===== config.mk =====
export PLATFORM = sky130hd
export DESIGN_NAME = bidi_explicit_level_resolver_flat
export DESIGN_NICKNAME = d
export VERILOG_FILES = /design/src/rtl/bel_pkg.sv /design/src/rtl/bel_if.sv /design/src/rtl/bel_ram.sv /design/src/rtl/bel_front.sv /design/src/rtl/bel_back.sv /design/src/rtl/bidi_explicit_level_resolver.sv /design/src/flat_wrapper.sv
export SDC_FILE = /design/constraint.sdc
export NUM_CORES = 2
export LEC_CHECK = 0
export ABC_AREA = 1
export BUFFER_PORTS_ARGS = -buffer_cell sky130_fd_sc_hd__buf_2
export CAP_MARGIN = 20
export CORE_ASPECT_RATIO = 0.75
export CORE_UTILIZATION = 66
export CTS_CLUSTER_DIAMETER = 30
export DETAILED_ROUTE_END_ITERATION = 6
export GPL_ROUTABILITY_DRIVEN = 0
export HOLD_SLACK_MARGIN = 0.02
export MAX_ROUTING_LAYER = met4
export PLACE_DENSITY = 0.82
export SYNTH_ARGS = -nofsm -noshare
export SYNTH_HDL_FRONTEND = slang
export SYNTH_HIERARCHICAL = 1
export SYNTH_SLANG_ARGS = --single-unit

===== constraint.sdc =====
create_clock -name clock -period 14.2 [get_ports clock]
set_input_delay 0.71 -clock clock [delete_from_list [all_inputs] [get_ports clock]]
set_output_delay 0.71 -clock clock [all_outputs]
set_load 0.1 [all_outputs]

===== src/rtl/bel_pkg.sv =====
`default_nettype none
package bel_pkg;

   localparam int MAX_LEVEL   = 125;
   localparam int COUNT_WIDTH = 16;
   localparam int STACK_DEPTH = 127;
   localparam int SP_W        = 7;
   localparam int LVL_W       = 7;
   localparam int CLS_W       = 5;
   localparam int ISO_W       = 7;

   localparam logic [COUNT_WIDTH-1:0] COUNT_MAX = '1;
   localparam logic [ISO_W-1:0]       ISO_MAX   = '1;
   localparam logic [SP_W-1:0]        SP_LAST   = SP_W'(STACK_DEPTH - 1);

   localparam logic [CLS_W-1:0] CL_L   = 5'd1;
   localparam logic [CLS_W-1:0] CL_R   = 5'd2;
   localparam logic [CLS_W-1:0] CL_BN  = 5'd10;
   localparam logic [CLS_W-1:0] CL_B   = 5'd13;
   localparam logic [CLS_W-1:0] CL_RLO = 5'd14;
   localparam logic [CLS_W-1:0] CL_RLE = 5'd15;
   localparam logic [CLS_W-1:0] CL_LRO = 5'd16;
   localparam logic [CLS_W-1:0] CL_LRE = 5'd17;
   localparam logic [CLS_W-1:0] CL_PDF = 5'd18;
   localparam logic [CLS_W-1:0] CL_LRI = 5'd19;
   localparam logic [CLS_W-1:0] CL_RLI = 5'd20;
   localparam logic [CLS_W-1:0] CL_FSI = 5'd21;
   localparam logic [CLS_W-1:0] CL_PDI = 5'd22;

   typedef enum logic [1:0] {
      OVR_NONE = 2'd0,
      OVR_L    = 2'd1,
      OVR_R    = 2'd2
   } ovr_type;

   typedef enum logic [2:0] {
      OP_PLAIN,
      OP_KEEP,
      OP_EMB,
      OP_ISO,
      OP_PDF,
      OP_PDI
   } op_type;

   typedef enum logic [1:0] {
      S_IDLE,
      S_FILL,
      S_SCAN,
      S_EMIT
   } state_type;

   typedef struct packed {
      logic [LVL_W-1:0] lvl;
      ovr_type          ovr;
      logic             iso;
   } entry_type;

   typedef struct packed {
      op_type           op;
      logic             rtl;
      ovr_type          ovr;
      logic [CLS_W-1:0] cls;
      logic             last;
   } work_type;

   function automatic logic [LVL_W:0] next_level(input logic [LVL_W-1:0] cur,
                                                 input logic rtl);
      logic [LVL_W:0] base;
      base = {1'b0, cur};
      if (rtl == cur[0]) begin
         next_level = base + (LVL_W+1)'(2);
      end else begin
         next_level = base + (LVL_W+1)'(1);
      end
   endfunction

endpackage
`default_nettype wire


===== src/rtl/bel_if.sv =====
`default_nettype none
interface bel_req_if
   import bel_pkg::*;
();
   logic             valid;
   logic             ready;
   logic [CLS_W-1:0] char_class;
   logic             fsi_rtl;
   logic             last_in_text;
   modport source (output valid, char_class, fsi_rtl, last_in_text, input ready);
   modport sink   (input valid, char_class, fsi_rtl, last_in_text, output ready);
endinterface

interface bel_rsp_if
   import bel_pkg::*;
();
   logic             valid;
   logic             ready;
   logic [LVL_W-1:0] level;
   logic [CLS_W-1:0] class_out;
   logic             last_out;
   modport source (output valid, level, class_out, last_out, input ready);
   modport sink   (input valid, level, class_out, last_out, output ready);
endinterface
`default_nettype wire


===== src/rtl/bel_ram.sv =====
`default_nettype none
module bel_ram #(
   parameter int WIDTH = 8,
   parameter int DEPTH = 16
) (
   input  wire logic                     clock,
   input  wire logic                     wr_en,
   input  wire logic [$clog2(DEPTH)-1:0] wr_addr,
   input  wire logic [WIDTH-1:0]         wr_data,
   input  wire logic [$clog2(DEPTH)-1:0] rd_addr,
   output logic      [WIDTH-1:0]         rd_data
);
   logic [WIDTH-1:0] mem_ff [DEPTH];
   logic [WIDTH-1:0] rd_data_ff;

   always_ff @(posedge clock) begin
      if (wr_en) begin
         mem_ff[wr_addr] <= wr_data;
      end
      rd_data_ff <= mem_ff[rd_addr];
   end

   assign rd_data = rd_data_ff;
endmodule
`default_nettype wire


===== src/rtl/bel_front.sv =====
`default_nettype none
module bel_front
   import bel_pkg::*;
(
   input  wire logic     clock,
   input  wire logic     reset,
   bel_req_if.sink       req_bus,
   output logic          q_valid,
   output work_type      q_head,
   input  wire logic     q_pop
);
   work_type   q_ff [2];
   logic       wr_ptr_ff, wr_ptr_in;
   logic       rd_ptr_ff, rd_ptr_in;
   logic [1:0] cnt_ff, cnt_in;
   work_type   cls_work;
   logic       push;

   // classify the incoming beat
   always_comb begin
      cls_work.op   = OP_PLAIN;
      cls_work.rtl  = 1'b0;
      cls_work.ovr  = OVR_NONE;
      cls_work.cls  = req_bus.char_class;
      cls_work.last = req_bus.last_in_text;
      case (req_bus.char_class)
         CL_RLE: begin cls_work.op = OP_EMB; cls_work.rtl = 1'b1; end
         CL_LRE: begin cls_work.op = OP_EMB; end
         CL_RLO: begin cls_work.op = OP_EMB; cls_work.rtl = 1'b1; cls_work.ovr = OVR_R; end
         CL_LRO: begin cls_work.op = OP_EMB; cls_work.ovr = OVR_L; end
         CL_RLI: begin cls_work.op = OP_ISO; cls_work.rtl = 1'b1; end
         CL_LRI: begin cls_work.op = OP_ISO; end
         CL_FSI: begin cls_work.op = OP_ISO; cls_work.rtl = req_bus.fsi_rtl; end
         CL_PDF: begin cls_work.op = OP_PDF; end
         CL_PDI: begin cls_work.op = OP_PDI; end
         CL_BN, CL_B: begin cls_work.op = OP_KEEP; end
         default: begin cls_work.op = OP_PLAIN; end
      endcase
   end

   assign req_bus.ready = (cnt_ff != 2'd2);
   assign push          = req_bus.valid && req_bus.ready;
   assign q_valid       = (cnt_ff != 2'd0);
   assign q_head        = q_ff[rd_ptr_ff];

   always_comb begin
      wr_ptr_in = wr_ptr_ff ^ push;
      rd_ptr_in = rd_ptr_ff ^ q_pop;
      cnt_in    = cnt_ff + 2'(push) - 2'(q_pop);
   end

   always_ff @(posedge clock) begin
      if (reset) begin
         wr_ptr_ff <= 1'b0;
         rd_ptr_ff <= 1'b0;
         cnt_ff    <= 2'd0;
      end else begin
         wr_ptr_ff <= wr_ptr_in;
         rd_ptr_ff <= rd_ptr_in;
         cnt_ff    <= cnt_in;
      end
      if (push) begin
         q_ff[wr_ptr_ff] <= cls_work;
      end
   end
endmodule
`default_nettype wire


===== src/rtl/bel_back.sv =====
`default_nettype none
module bel_back
   import bel_pkg::*;
(
   input  wire logic             clock,
   input  wire logic             reset,
   input  wire logic [LVL_W-1:0] base_level,
   input  wire logic             q_valid,
   input  work_type              q_head,
   output logic                  q_pop,
   bel_rsp_if.source             rsp_bus
);
   state_type              state_ff, state_in;
   logic [SP_W-1:0]        sp_ff, sp_in;
   logic [COUNT_WIDTH-1:0] ovf_iso_ff, ovf_iso_in;
   logic [COUNT_WIDTH-1:0] ovf_emb_ff, ovf_emb_in;
   logic [ISO_W-1:0]       open_iso_ff, open_iso_in;
   entry_type              top_ff, top_in;
   logic                   fin_ff, fin_in;
   logic                   scan_ff, scan_in;
   work_type               pend_ff, pend_in;
   logic                   out_valid_ff, out_valid_in;
   logic [LVL_W-1:0]       out_lvl_ff, out_lvl_in;
   logic [CLS_W-1:0]       out_cls_ff, out_cls_in;
   logic                   out_last_ff, out_last_in;

   logic [LVL_W-1:0] top_lvl;
   ovr_type          top_ovr;
   logic             top_iso;
   logic             slot_free, take, pdi_scan;
   logic [LVL_W:0]   nl;
   logic             may_push, room;
   logic [SP_W-1:0]  sp_dn;
   logic             ram_we;
   entry_type        ram_wdata, ram_rdata;
   logic             pdf_pop;

   assign top_lvl   = (sp_ff == '0) ? base_level : top_ff.lvl;
   assign top_ovr   = (sp_ff == '0) ? OVR_NONE : top_ff.ovr;
   assign top_iso   = (sp_ff == '0) ? 1'b0 : top_ff.iso;
   assign slot_free = !out_valid_ff || rsp_bus.ready;
   assign take      = (state_ff == S_IDLE) && q_valid && slot_free;
   assign pdi_scan  = (q_head.op == OP_PDI) && (ovf_iso_ff == '0) && (open_iso_ff != '0);
   assign nl        = next_level(top_lvl, q_head.rtl);
   assign may_push  = (nl <= (LVL_W+1)'(MAX_LEVEL)) && (ovf_iso_ff == '0) && (ovf_emb_ff == '0);
   assign room      = (sp_ff != SP_LAST);
   assign sp_dn     = sp_ff - SP_W'(1);
   assign pdf_pop   = (ovf_iso_ff == '0) && (ovf_emb_ff == '0) && (sp_ff != '0) && !top_iso;

   bel_ram #(.WIDTH($bits(entry_type)), .DEPTH(STACK_DEPTH)) u_stack (
      .clock   (clock),
      .wr_en   (ram_we),
      .wr_addr (sp_ff + SP_W'(1)),
      .wr_data (ram_wdata),
      .rd_addr (sp_dn),
      .rd_data (ram_rdata)
   );

   // next state
   always_comb begin
      state_in = state_ff;
      case (state_ff)
         S_IDLE: begin
            if (take) begin
               if (q_head.op == OP_PDI && pdi_scan) begin
                  state_in = S_SCAN;
               end else if (q_head.op == OP_PDF && pdf_pop && sp_dn != '0 && !q_head.last) begin
                  state_in = S_FILL;
               end
            end
         end
         S_FILL: begin
            if (!scan_ff)    state_in = S_IDLE;
            else if (fin_ff) state_in = S_EMIT;
            else             state_in = S_SCAN;
         end
         S_SCAN: begin
            if (sp_ff == '0 || sp_dn == '0) state_in = S_EMIT;
            else                            state_in = S_FILL;
         end
         S_EMIT: begin
            if (slot_free) state_in = S_IDLE;
         end
         default: state_in = S_IDLE;
      endcase
   end

   // datapath
   always_comb begin
      sp_in        = sp_ff;
      ovf_iso_in   = ovf_iso_ff;
      ovf_emb_in   = ovf_emb_ff;
      open_iso_in  = open_iso_ff;
      top_in       = top_ff;
      fin_in       = fin_ff;
      scan_in      = scan_ff;
      pend_in      = pend_ff;
      out_valid_in = out_valid_ff && !rsp_bus.ready;
      out_lvl_in   = out_lvl_ff;
      out_cls_in   = out_cls_ff;
      out_last_in  = out_last_ff;
      q_pop        = 1'b0;
      ram_we       = 1'b0;
      ram_wdata.lvl = nl[LVL_W-1:0];
      ram_wdata.ovr = (q_head.op == OP_EMB) ? q_head.ovr : OVR_NONE;
      ram_wdata.iso = (q_head.op == OP_ISO);
      case (state_ff)
         S_IDLE: begin
            if (take) begin
               q_pop       = 1'b1;
               pend_in     = q_head;
               out_valid_in = 1'b1;
               out_lvl_in  = top_lvl;
               out_cls_in  = q_head.cls;
               out_last_in = q_head.last;
               scan_in     = 1'b0;
               fin_in      = 1'b0;
               case (q_head.op)
                  OP_PLAIN: begin
                     if (top_ovr != OVR_NONE) out_cls_in = CLS_W'(top_ovr);
                  end
                  OP_EMB: begin
                     out_cls_in = CL_BN;
                     if (may_push) begin
                        if (room) begin
                           sp_in  = sp_ff + SP_W'(1);
                           ram_we = 1'b1;
                           top_in = ram_wdata;
                        end
                     end else if (ovf_iso_ff == '0 && ovf_emb_ff != COUNT_MAX) begin
                        ovf_emb_in = ovf_emb_ff + COUNT_WIDTH'(1);
                     end
                  end
                  OP_ISO: begin
                     if (may_push && room) begin
                        sp_in  = sp_ff + SP_W'(1);
                        ram_we = 1'b1;
                        top_in = ram_wdata;
                        if (open_iso_ff != ISO_MAX) open_iso_in = open_iso_ff + ISO_W'(1);
                     end else if (ovf_iso_ff != COUNT_MAX) begin
                        ovf_iso_in = ovf_iso_ff + COUNT_WIDTH'(1);
                     end
                  end
                  OP_PDF: begin
                     out_cls_in = CL_BN;
                     if (ovf_iso_ff == '0 && ovf_emb_ff != '0) begin
                        ovf_emb_in = ovf_emb_ff - COUNT_WIDTH'(1);
                     end else if (pdf_pop) begin
                        sp_in = sp_dn;
                     end
                  end
                  OP_PDI: begin
                     if (ovf_iso_ff != '0) begin
                        ovf_iso_in = ovf_iso_ff - COUNT_WIDTH'(1);
                     end else if (pdi_scan) begin
                        out_valid_in = out_valid_ff && !rsp_bus.ready;
                        out_lvl_in   = out_lvl_ff;
                        out_cls_in   = out_cls_ff;
                        out_last_in  = out_last_ff;
                        ovf_emb_in   = '0;
                        open_iso_in  = open_iso_ff - ISO_W'(1);
                        scan_in      = 1'b1;
                     end
                  end
                  default: begin
                  end
               endcase
               // drop all text state after the last character
               if (q_head.last && !(q_head.op == OP_PDI && pdi_scan)) begin
                  sp_in       = '0;
                  ovf_iso_in  = '0;
                  ovf_emb_in  = '0;
                  open_iso_in = '0;
               end
            end
         end
         S_FILL: begin
            top_in = ram_rdata;
         end
         S_SCAN: begin
            if (sp_ff != '0) begin
               sp_in  = sp_dn;
               fin_in = top_iso;
            end
         end
         S_EMIT: begin
            if (slot_free) begin
               out_valid_in = 1'b1;
               out_lvl_in   = top_lvl;
               out_cls_in   = pend_ff.cls;
               out_last_in  = pend_ff.last;
               if (pend_ff.last) begin
                  sp_in       = '0;
                  ovf_iso_in  = '0;
                  ovf_emb_in  = '0;
                  open_iso_in = '0;
               end
            end
         end
         default: begin
         end
      endcase
   end

   always_ff @(posedge clock) begin
      if (reset) begin
         state_ff     <= S_IDLE;
         sp_ff        <= '0;
         ovf_iso_ff   <= '0;
         ovf_emb_ff   <= '0;
         open_iso_ff  <= '0;
         fin_ff       <= 1'b0;
         scan_ff      <= 1'b0;
         out_valid_ff <= 1'b0;
      end else begin
         state_ff     <= state_in;
         sp_ff        <= sp_in;
         ovf_iso_ff   <= ovf_iso_in;
         ovf_emb_ff   <= ovf_emb_in;
         open_iso_ff  <= open_iso_in;
         fin_ff       <= fin_in;
         scan_ff      <= scan_in;
         out_valid_ff <= out_valid_in;
      end
      top_ff      <= top_in;
      pend_ff     <= pend_in;
      out_lvl_ff  <= out_lvl_in;
      out_cls_ff  <= out_cls_in;
      out_last_ff <= out_last_in;
   end

   assign rsp_bus.valid     = out_valid_ff;
   assign rsp_bus.level     = out_lvl_ff;
   assign rsp_bus.class_out = out_cls_ff;
   assign rsp_bus.last_out  = out_last_ff;
endmodule
`default_nettype wire


===== src/rtl/bidi_explicit_level_resolver.sv =====
`default_nettype none
// Channel   Dir  Payload                               Beat when
// req_bus   in   char_class[5] fsi_rtl last_in_text    valid && ready
// rsp_bus   out  level[7] class_out[5] last_out        valid && ready
// csr_*     in   csr_wr_data[7] = base_level           csr_wr_en
//
// Most classes take one beat per cycle while rsp_bus is not stalled; a
// PDF that pops to a non-bottom entry reloads the top entry through the
// registered stack RAM read; a PDI that closes an isolate pops entries in
// S_SCAN, reloading each in S_FILL but the bottom one, then emits in S_EMIT.
// Reset clears the queue, stack pointer and counters; the stack RAM needs
// no clearing since an entry is always written before it is read back.
// A two-beat queue lets the front take beats while the back walks the
// stack; the output register holds a result while rsp_bus stalls.
module bidi_explicit_level_resolver
   import bel_pkg::*;
(
   input  wire logic             clock,
   input  wire logic             reset,
   bel_req_if.sink               req_bus,
   bel_rsp_if.source             rsp_bus,
   input  wire logic             csr_wr_en,
   input  wire logic [LVL_W-1:0] csr_wr_data
);
   logic [LVL_W-1:0] base_level_ff, base_level_in;
   logic             q_valid;
   work_type         q_head;
   logic             q_pop;

   // hold base level until software writes it
   assign base_level_in = csr_wr_en ? csr_wr_data : base_level_ff;

   always_ff @(posedge clock) begin
      if (reset) begin
         base_level_ff <= '0;
      end else begin
         base_level_ff <= base_level_in;
      end
   end

   // front: classify beats and queue them
   bel_front u_front (
      .clock   (clock),
      .reset   (reset),
      .req_bus (req_bus),
      .q_valid (q_valid),
      .q_head  (q_head),
      .q_pop   (q_pop)
   );

   // back: run the stack and drive results
   bel_back u_back (
      .clock      (clock),
      .reset      (reset),
      .base_level (base_level_ff),
      .q_valid    (q_valid),
      .q_head     (q_head),
      .q_pop      (q_pop),
      .rsp_bus    (rsp_bus)
   );
endmodule
`default_nettype wire


===== src/flat_wrapper.sv =====
// flat-port wrapper written by rule: the top's interface ports become plain ports
module bidi_explicit_level_resolver_flat import bel_pkg::*;
  (clock, reset, csr_wr_en, csr_wr_data, req_bus_valid, req_bus_char_class, req_bus_fsi_rtl, req_bus_last_in_text, req_bus_ready, rsp_bus_valid, rsp_bus_level, rsp_bus_class_out, rsp_bus_last_out, rsp_bus_ready);
  bel_req_if req_bus_i ();
  bel_rsp_if rsp_bus_i ();
  input  wire logic clock;
  input  wire logic reset;
  input  wire logic csr_wr_en;
  input  wire logic [LVL_W-1:0] csr_wr_data;
  input wire logic [$bits(req_bus_i.valid)-1:0] req_bus_valid;
  input wire logic [$bits(req_bus_i.char_class)-1:0] req_bus_char_class;
  input wire logic [$bits(req_bus_i.fsi_rtl)-1:0] req_bus_fsi_rtl;
  input wire logic [$bits(req_bus_i.last_in_text)-1:0] req_bus_last_in_text;
  output wire logic [$bits(req_bus_i.ready)-1:0] req_bus_ready;
  output wire logic [$bits(rsp_bus_i.valid)-1:0] rsp_bus_valid;
  output wire logic [$bits(rsp_bus_i.level)-1:0] rsp_bus_level;
  output wire logic [$bits(rsp_bus_i.class_out)-1:0] rsp_bus_class_out;
  output wire logic [$bits(rsp_bus_i.last_out)-1:0] rsp_bus_last_out;
  input wire logic [$bits(rsp_bus_i.ready)-1:0] rsp_bus_ready;
  assign req_bus_i.valid = req_bus_valid;
  assign req_bus_i.char_class = req_bus_char_class;
  assign req_bus_i.fsi_rtl = req_bus_fsi_rtl;
  assign req_bus_i.last_in_text = req_bus_last_in_text;
  assign req_bus_ready = req_bus_i.ready;
  assign rsp_bus_valid = rsp_bus_i.valid;
  assign rsp_bus_level = rsp_bus_i.level;
  assign rsp_bus_class_out = rsp_bus_i.class_out;
  assign rsp_bus_last_out = rsp_bus_i.last_out;
  assign rsp_bus_i.ready = rsp_bus_ready;
  bidi_explicit_level_resolver u_core (.clock(clock), .reset(reset), .req_bus(req_bus_i), .rsp_bus(rsp_bus_i), .csr_wr_en(csr_wr_en), .csr_wr_data(csr_wr_data));
endmodule

# Word level (Yosys, flattened, before mapping)
# Memory sizes are Yosys's and may differ from the RTL's. A register that Yosys moved wholly into a read port is not among the register bits.
# Cells that the tools add are included.
dict set report op_classes {
  n_addsub 12
  muxes 104
  multipliers 0
  n_lt_le_gt_ge 1
  bitwise 2
  n_eq_ne 51
  n_reduce_logical 57
  div 0
  shifts 0
}
# operator n
set op_table {}
lappend op_table {{two-way mux 16 bit} 14}
lappend op_table {{two-way mux 7 bit} 22}
lappend op_table {{case mux 16 bit (2 select lines)} 3}
lappend op_table {{case mux 16 bit (3 select lines)} 1}
lappend op_table {{case mux 7 bit (2 select lines)} 3}
lappend op_table {{case mux 7 bit (3 select lines)} 2}
lappend op_table {{two-way mux 10 bit} 4}
lappend op_table {{case mux 10 bit (2 select lines)} 2}
lappend op_table {{equality test 5 bit, second input constant} 7}
lappend op_table {{adder 16 x 1 -> 16 bit, second input constant} 2}
lappend op_table {{logical NOT 16 bit} 2}
lappend op_table {{!= test 16 bit, second input constant} 2}
lappend op_table {{!= test 4 x 3 -> 1 bit, second input constant} 8}
lappend op_table {{nonzero test 16 bit} 2}
lappend op_table {{subtractor 16 x 1 -> 16 bit, second input constant} 2}
lappend op_table {{two-way mux 1 bit} 29}
lappend op_table {{two-way mux 5 bit} 5}
lappend op_table {{nonzero test 7 bit} 3}
lappend op_table {{equality test 5 x 4 -> 1 bit, second input constant} 4}
lappend op_table {{logical AND 1 bit} 19}
lappend op_table {{two-way mux 2 bit} 8}
lappend op_table {{!= test 4 bit, second input constant} 4}
lappend op_table {{case mux 3 bit (5 select lines)} 1}
lappend op_table {{case mux 5 bit (3 select lines)} 1}
lappend op_table {{other kinds (43)} 77}
dict set report word_totals {
  rom_bits 0
  word_cells 249
  ram_bits 1294
  memories 2
  regBits 91
  latch_bits 0
  out_inout_bits 15
  input_bits 19
}
# memory depth word_bits rd rd_clocked_by_memory_dff write_ports line
set memory_table {}
lappend memory_table {u_core.u_back.u_stack.mem_ff 127 10 1 1 1 bel_ram.sv:13} ;# logic [WIDTH-1:0] mem_ff [DEPTH];
lappend memory_table {u_core.u_front.q_ff 2 12 1 1 1 bel_front.sv:12} ;# work_type q_ff [2];

# Logic depth before layout (Yosys ltp)
dict set report depth {
  word_depth 14
  mapped_depth 24
}

# Modules after synthesis
# The synthesis kept the hierarchy.
# mod seq_area_each_um2 instances area_per_inst_um2 cells_per_inst
set modules_own_cells {}
lappend modules_own_cells {bel_ram 38336.8 1 52151.3 4384}
lappend modules_own_cells {bel_back 1891.8 1 6366.1 919}
lappend modules_own_cells {bel_front 800.8 1 1204.9 95}
lappend modules_own_cells {bidi_explicit_level_resolver 140.1 1 286.5 44}

# Worst setup path after synthesis
# Ideal clock, no wire load.
dict set report synth_path {
  kind {flip-flop to flip-flop}
  startpoint {register u_core.u_back.sp_ff[0]}
  endpoint {memory u_core/u_back/u_stack/mem_ff[105][0] in the netlist's numbering, enable pin}
  t_required_ps 13824
  setup_ps 376
  t_arrival_ps 5044
  synth_period_minus_slack_ps 5420
  slack_ps 8780
  path_stages_with_launch 21
  cell_sequence {dfxtp_1 inv_1 ha_1 inv_1 nor2_1 nand3_2 buf_6 o21ai_2 ha_1 inv_1 nand3_1 nand3_1 nand2_1 nand2_1 nand3_2 nand3_4 nor3_1 clkbuf_1 nand2_1 clkbuf_1 nor2_1}
}
dict set report synth_via {
  elab_chain_cells 14
}
# element line
set synth_lines {}
lappend synth_lines {{start: declaration} bel_back.sv:14} ;# logic [SP_W-1:0] sp_ff, sp_in;
lappend synth_lines {{start signal: assignment} bel_back.sv:217} ;# sp_ff <= sp_in;
lappend synth_lines {{logical NOT 7 bit *} bel_back.sv:38} ;# assign top_lvl = (sp_ff == '0) ? base_level : top_ff.lvl;
lappend synth_lines {{two-way mux 7 bit *} bel_back.sv:38}
lappend synth_lines {{adder 7 x 1 -> 8 bit (tied with other cells)} bel_pkg.sv:73} ;# next_level = base + (LVL_W+1)'(1);
lappend synth_lines {{two-way mux 8 bit *} bel_pkg.sv:70} ;# if (rtl == cur[0]) begin
lappend synth_lines {{via u_core.u_back.nl[4]} bel_back.sv:31} ;# logic [LVL_W:0] nl;
lappend synth_lines {{less-or-equal comparator 8 x 7 -> 1 bit *} bel_back.sv:45} ;# assign may_push = (nl <= (LVL_W+1)'(MAX_LEVEL)) && (ovf_iso_ff == '0) && (ovf_emb_ff == '0);
lappend synth_lines {{logical AND 1 bit * (2 in series)} bel_back.sv:45}
lappend synth_lines {{logical AND 1 bit} bel_back.sv:135} ;# if (may_push && room) begin
lappend synth_lines {{two-way mux 1 bit} bel_back.sv:135}
lappend synth_lines {{case mux 1 bit (2 select lines) *} bel_back.sv:118} ;# case (q_head.op)
lappend synth_lines {{two-way mux 1 bit *} bel_back.sv:109} ;# if (take) begin
lappend synth_lines {{two-way mux 1 bit *} bel_back.sv:107} ;# case (state_ff)
lappend synth_lines {{via u_core.u_back.ram_we} bel_back.sv:34} ;# logic ram_we;
lappend synth_lines {{two-way mux 1 bit *} bel_ram.sv:17} ;# if (wr_en) begin
lappend synth_lines {{two-way mux 1 bit (implied by the code) *} bel_ram.sv:18} ;# mem_ff[wr_addr] <= wr_data;
lappend synth_lines {{end: declaration} bel_ram.sv:13}
# Mark *: on every way through the listed nets, which the timed path passes. The rest lies on a longest branch.

# Worst setup path in the final report
dict set report layout_path {
  startpoint {register u_core.u_back.sp_ff[0]}
  endpoint {memory u_core/u_back/u_stack/mem_ff[30][6] in the netlist's numbering, enable pin}
}
# Same word-level chain as after synthesis.

==> metrics.md <==
| Metric | Value |
|---|---|
| Status | complete, but fails checks |
| Failing checks | design-rule violations |
| Synth Instances | around 5400 |
| CTS clock-pin slew for the worst setup and hold paths | roughly 0.060 ns |
| Unique masters post-synth | 51 |
| CTS H-Tree Depth | 4 |
| DR top layer | met4 |
| Number of core rows | 95 |
| Unrepaired setup endpoints after global routing | false |
| Share of the synthesized area in the top cell type | around 66% |
| Post-synthesis sequential area ratio | 68.6% |
| Final min period | about 7.0 ns |
| Met3 wire length | between 20000 and 30000 microns |
| Post-Place Cell Area | roughly 60000 sq um |
| Via density | 6.45 |
| Slew margin rel. | a little under an eighth |
| Num CTS Buffers | between 150 and 200 |
| P&R area growth vs syn | 9.63% |
| Largest net degree at the start of global routing | a little over 400 |
| Setup Buffers After CTS | 0 |
| Synth area leaders | edfxtp_1, nand2_1, nand3_1, dfxtp_1, nor2_1 |
| Clock latency on the worst-skew pair | 0.81 ns |
| Critical path arrival | about 7.4 ns |
| CORE AREA | roughly 90000 sq um |
| Iteration-0 DRC Markers | between 7000 and 8000 |
| Vias in the first global route | between 40000 and 50000 |
| Setup TNS | 0 ns |
| Die width | 350 microns |
| Share of cells above drive strength 1 | slightly below 8% |
| DR WL/cell | approximately 24 microns |
| Post-synth ARST share | 0% |
| CTS tree | done |
| Fin nets | about 5400 |
| Slew Viols, Final | 0 |
| Post-detail-place hpwl | 89700 microns |
| Drt drc | 29 |
| CTS Buffer Depth | 3 |
| Die area | 92100 sq um |
| Post-route ant nets | 0 |
| EDFF count, synth | 1323 |
| Most frequent cells in the layout | nand2_1, edfxtp_1, nand3_1 |
| Synth warn | 6 |
| Synth Register Bits | 1395 |
| Post-layout power | 14.6 mW |
| Clock Sinks | between 1000 and 1500 |
| Maximum capacitance violations | 0 |
| Period utilization | between 40 and 50% |
| Post-synth net total | 5511 |
| Syn avg cell area | roughly 11 sq um |
| Crit Path Class | register to register |
| Via count | between 40000 and 50000 |
| Antenna violations before repair | 5 |
| Lkg Pwr | approximately 24 nW |
| Most common cell after layout, fill and taps aside | nand2_1 |
| Dominant cell type by area after synthesis | edfxtp_1 |
| # IOs | 34 |
| PD cells | about 220 nW/um^2 |
| Hold buffer count at CTS | 0 |
| Final WL | 160000 microns |
| Worst Tran Pin Value | roughly 1.3 ns |
| Synthesized cell area | 60000 sq um |
| Critical Path End Type | register |
| Die H | around 260 microns |
| Post-CTS resize count | 0 |
| Port bufs | 33 |
| Critical path fanouts, max | ~160 |
| Drt first pass iters | 7 |
| Dominant register cell in the synthesized netlist | edfxtp_1 |
| Final Hold Vio Count | 0 |
| Cell area after layout | 65800 sq um |
| Final setup viols | 0 |
| GRT Overall Usage | a little over a third |
| Worst min path class | primary input to register |
| Total grt overflow | 0 |
| IR Drop Worst-Case VDD | about 0.22 mV |
| Met2 wire len | about 68000 microns |
| Cells after DPL | 6414 |
| Setup crit start kind | register |
| Starting Density | ~67% |
| M1 wire length | between 50000 and 60000 microns |
| Max frequency | between 100 and 150 MHz |
| WP data required | between 10 and 15 ns |
| Clock Skews | roughly 0.042 ns |
| Clock root cell | clkbuf_16 |
| WHS | approximately 0.14 ns |
| Post-Layout Cell Count | 6728 |
| First-pass GRT wire length | 240000 microns |
[path summary, 6_finish.rpt]
kind | startpoint | end | slack (ns) | depth (start not counted)
worst min register to register | u_core/base_level_ff[1] | u_core/base_level_ff[1] | 0.48 | 2
worst max register to register | u_core/u_back/sp_ff[0] | u_core/u_back/u_stack/mem_ff[30][6] | 7.18 | 19
worst max-delay path | u_core/u_back/sp_ff[0] | u_core/u_back/u_stack/mem_ff[30][6] | 7.18 | 19
worst min-delay path | req_bus_last_in_text | u_core/u_front/q_ff[0][0] | 0.14 | 1
[final cells by class]
cell class | count | area (sq um)
flip-flops and latches | 1395 | 41200
fillers | 5746 | 24100
multi-input cells | 3584 | 16400
clock buffers | 183 | 4200
well taps | 1212 | 1520
clock inverters | 123 | 1300
inverters | 146 | 609
repair buffers | 79 | 559
diodes | 6 | 15.0
[through the flow]
| stage | util, % | setup slack [ns] |
|---|---|---|
| after floorplan | - | 8.78 |
| after detailed placement | 67.0 | 7.35 |
| final | 73.2 | 7.18 |
| after global placement | 67.0 | 7.59 |
| after CTS | 73.1 | 7.31 |
| after global routing | 73.2 | 6.77 |
[layer usage]
| layer | GRT usage (%) | vias up |
|---|---|---|
| met5 | - | - |
| met4 | 15.8 | 0 |
| met3 | 10.1 | 591 |
| met2 | 48.8 | 3552 |
| met1 | 51.0 | 20335 |
| li1 | - | 18935 |
[synth_stat cells (7+ instances only)]
| cell | count |
|---|---|
| nand2_1 | 1683 |
| edfxtp_1 | 1323 |
| nand3_1 | 1258 |
| nor2_1 | 285 |
| buf_2 | 140 |
| inv_1 | 137 |
| a21oi_1 | 84 |
| dfxtp_1 | 72 |
| buf_6 | 58 |
| clkbuf_1 | 53 |
| ha_1 | 47 |
| o21ai_0 | 42 |
| buf_4 | 33 |
| buf_1 | 30 |
| nand4_1 | 21 |
| nor3_1 | 19 |
| nor4_1 | 17 |
| xor2_1 | 15 |
| xnor2_1 | 14 |
| nand2_2 | 13 |
| mux2_2 | 12 |
| a21oi_2 | 10 |
| a31oi_1 | 10 |
| or2_2 | 7 |
[report_power, final]
part	switching (mW)	internal [mW]	leakage, nW
clock network	1.78	2.40	2.64
registers	0.0613	5.33	12.6
logic	3.97	1.05	8.70
total	5.82	8.77	24.0
[flip-flops by register name, indices dropped and copies added, names as in the netlist, 2 cells and up]
| name | count |
|---|---|
| u_core/u_back/u_stack/mem_ff | 1270 |
| u_core/u_front/q_ff | 24 |
| u_core/u_back/ovf_emb_ff | 16 |
| u_core/u_back/ovf_iso_ff | 16 |
| u_core/u_back/top_ff | 10 |
| u_core/u_back/u_stack/rd_data | 10 |
| u_core/base_level_ff | 7 |
| u_core/u_back/open_iso_ff | 7 |
| u_core/u_back/rsp_bus.level | 7 |
| u_core/u_back/sp_ff | 7 |
| u_core/u_back/pend_ff | 6 |
| u_core/u_back/rsp_bus.class_out | 5 |
| u_core/u_back/state_ff | 2 |
| u_core/u_front/cnt_ff | 2 |
[cell families after synthesis]
logic type,Yosys count,synth area share [%]
flip-flops,1395,68.6
AO/OA/AOI/OAI,169,1.58
adder cells (fa/ha/maj),50,1.08
buffers and inverters,463,4.20
multiplexers,12,0.225
AND/OR/NAND/NOR,3324,23.9
XOR/XNOR,29,0.423
[critical path, cell delays in order, from the launching register on]
cell and delay, ns:
dfxtp_1 0.40, inv_8 0.58, ha_1 0.37, inv_1 0.07, nor2_1 0.52, nand3_2 0.55, o21ai_2 0.44, ha_1 0.28
nand2_1 0.08, nand2_1 0.12, nand2_4 0.57, nand3_1 0.33, nor2_2 0.06, nand3_2 0.11, nand3_4 0.14, nor3_1 0.20
buf_4 0.31, nand2_1 0.41, buf_4 0.38, nor2_1 0.69
Power figures use the tool's default switching activity.
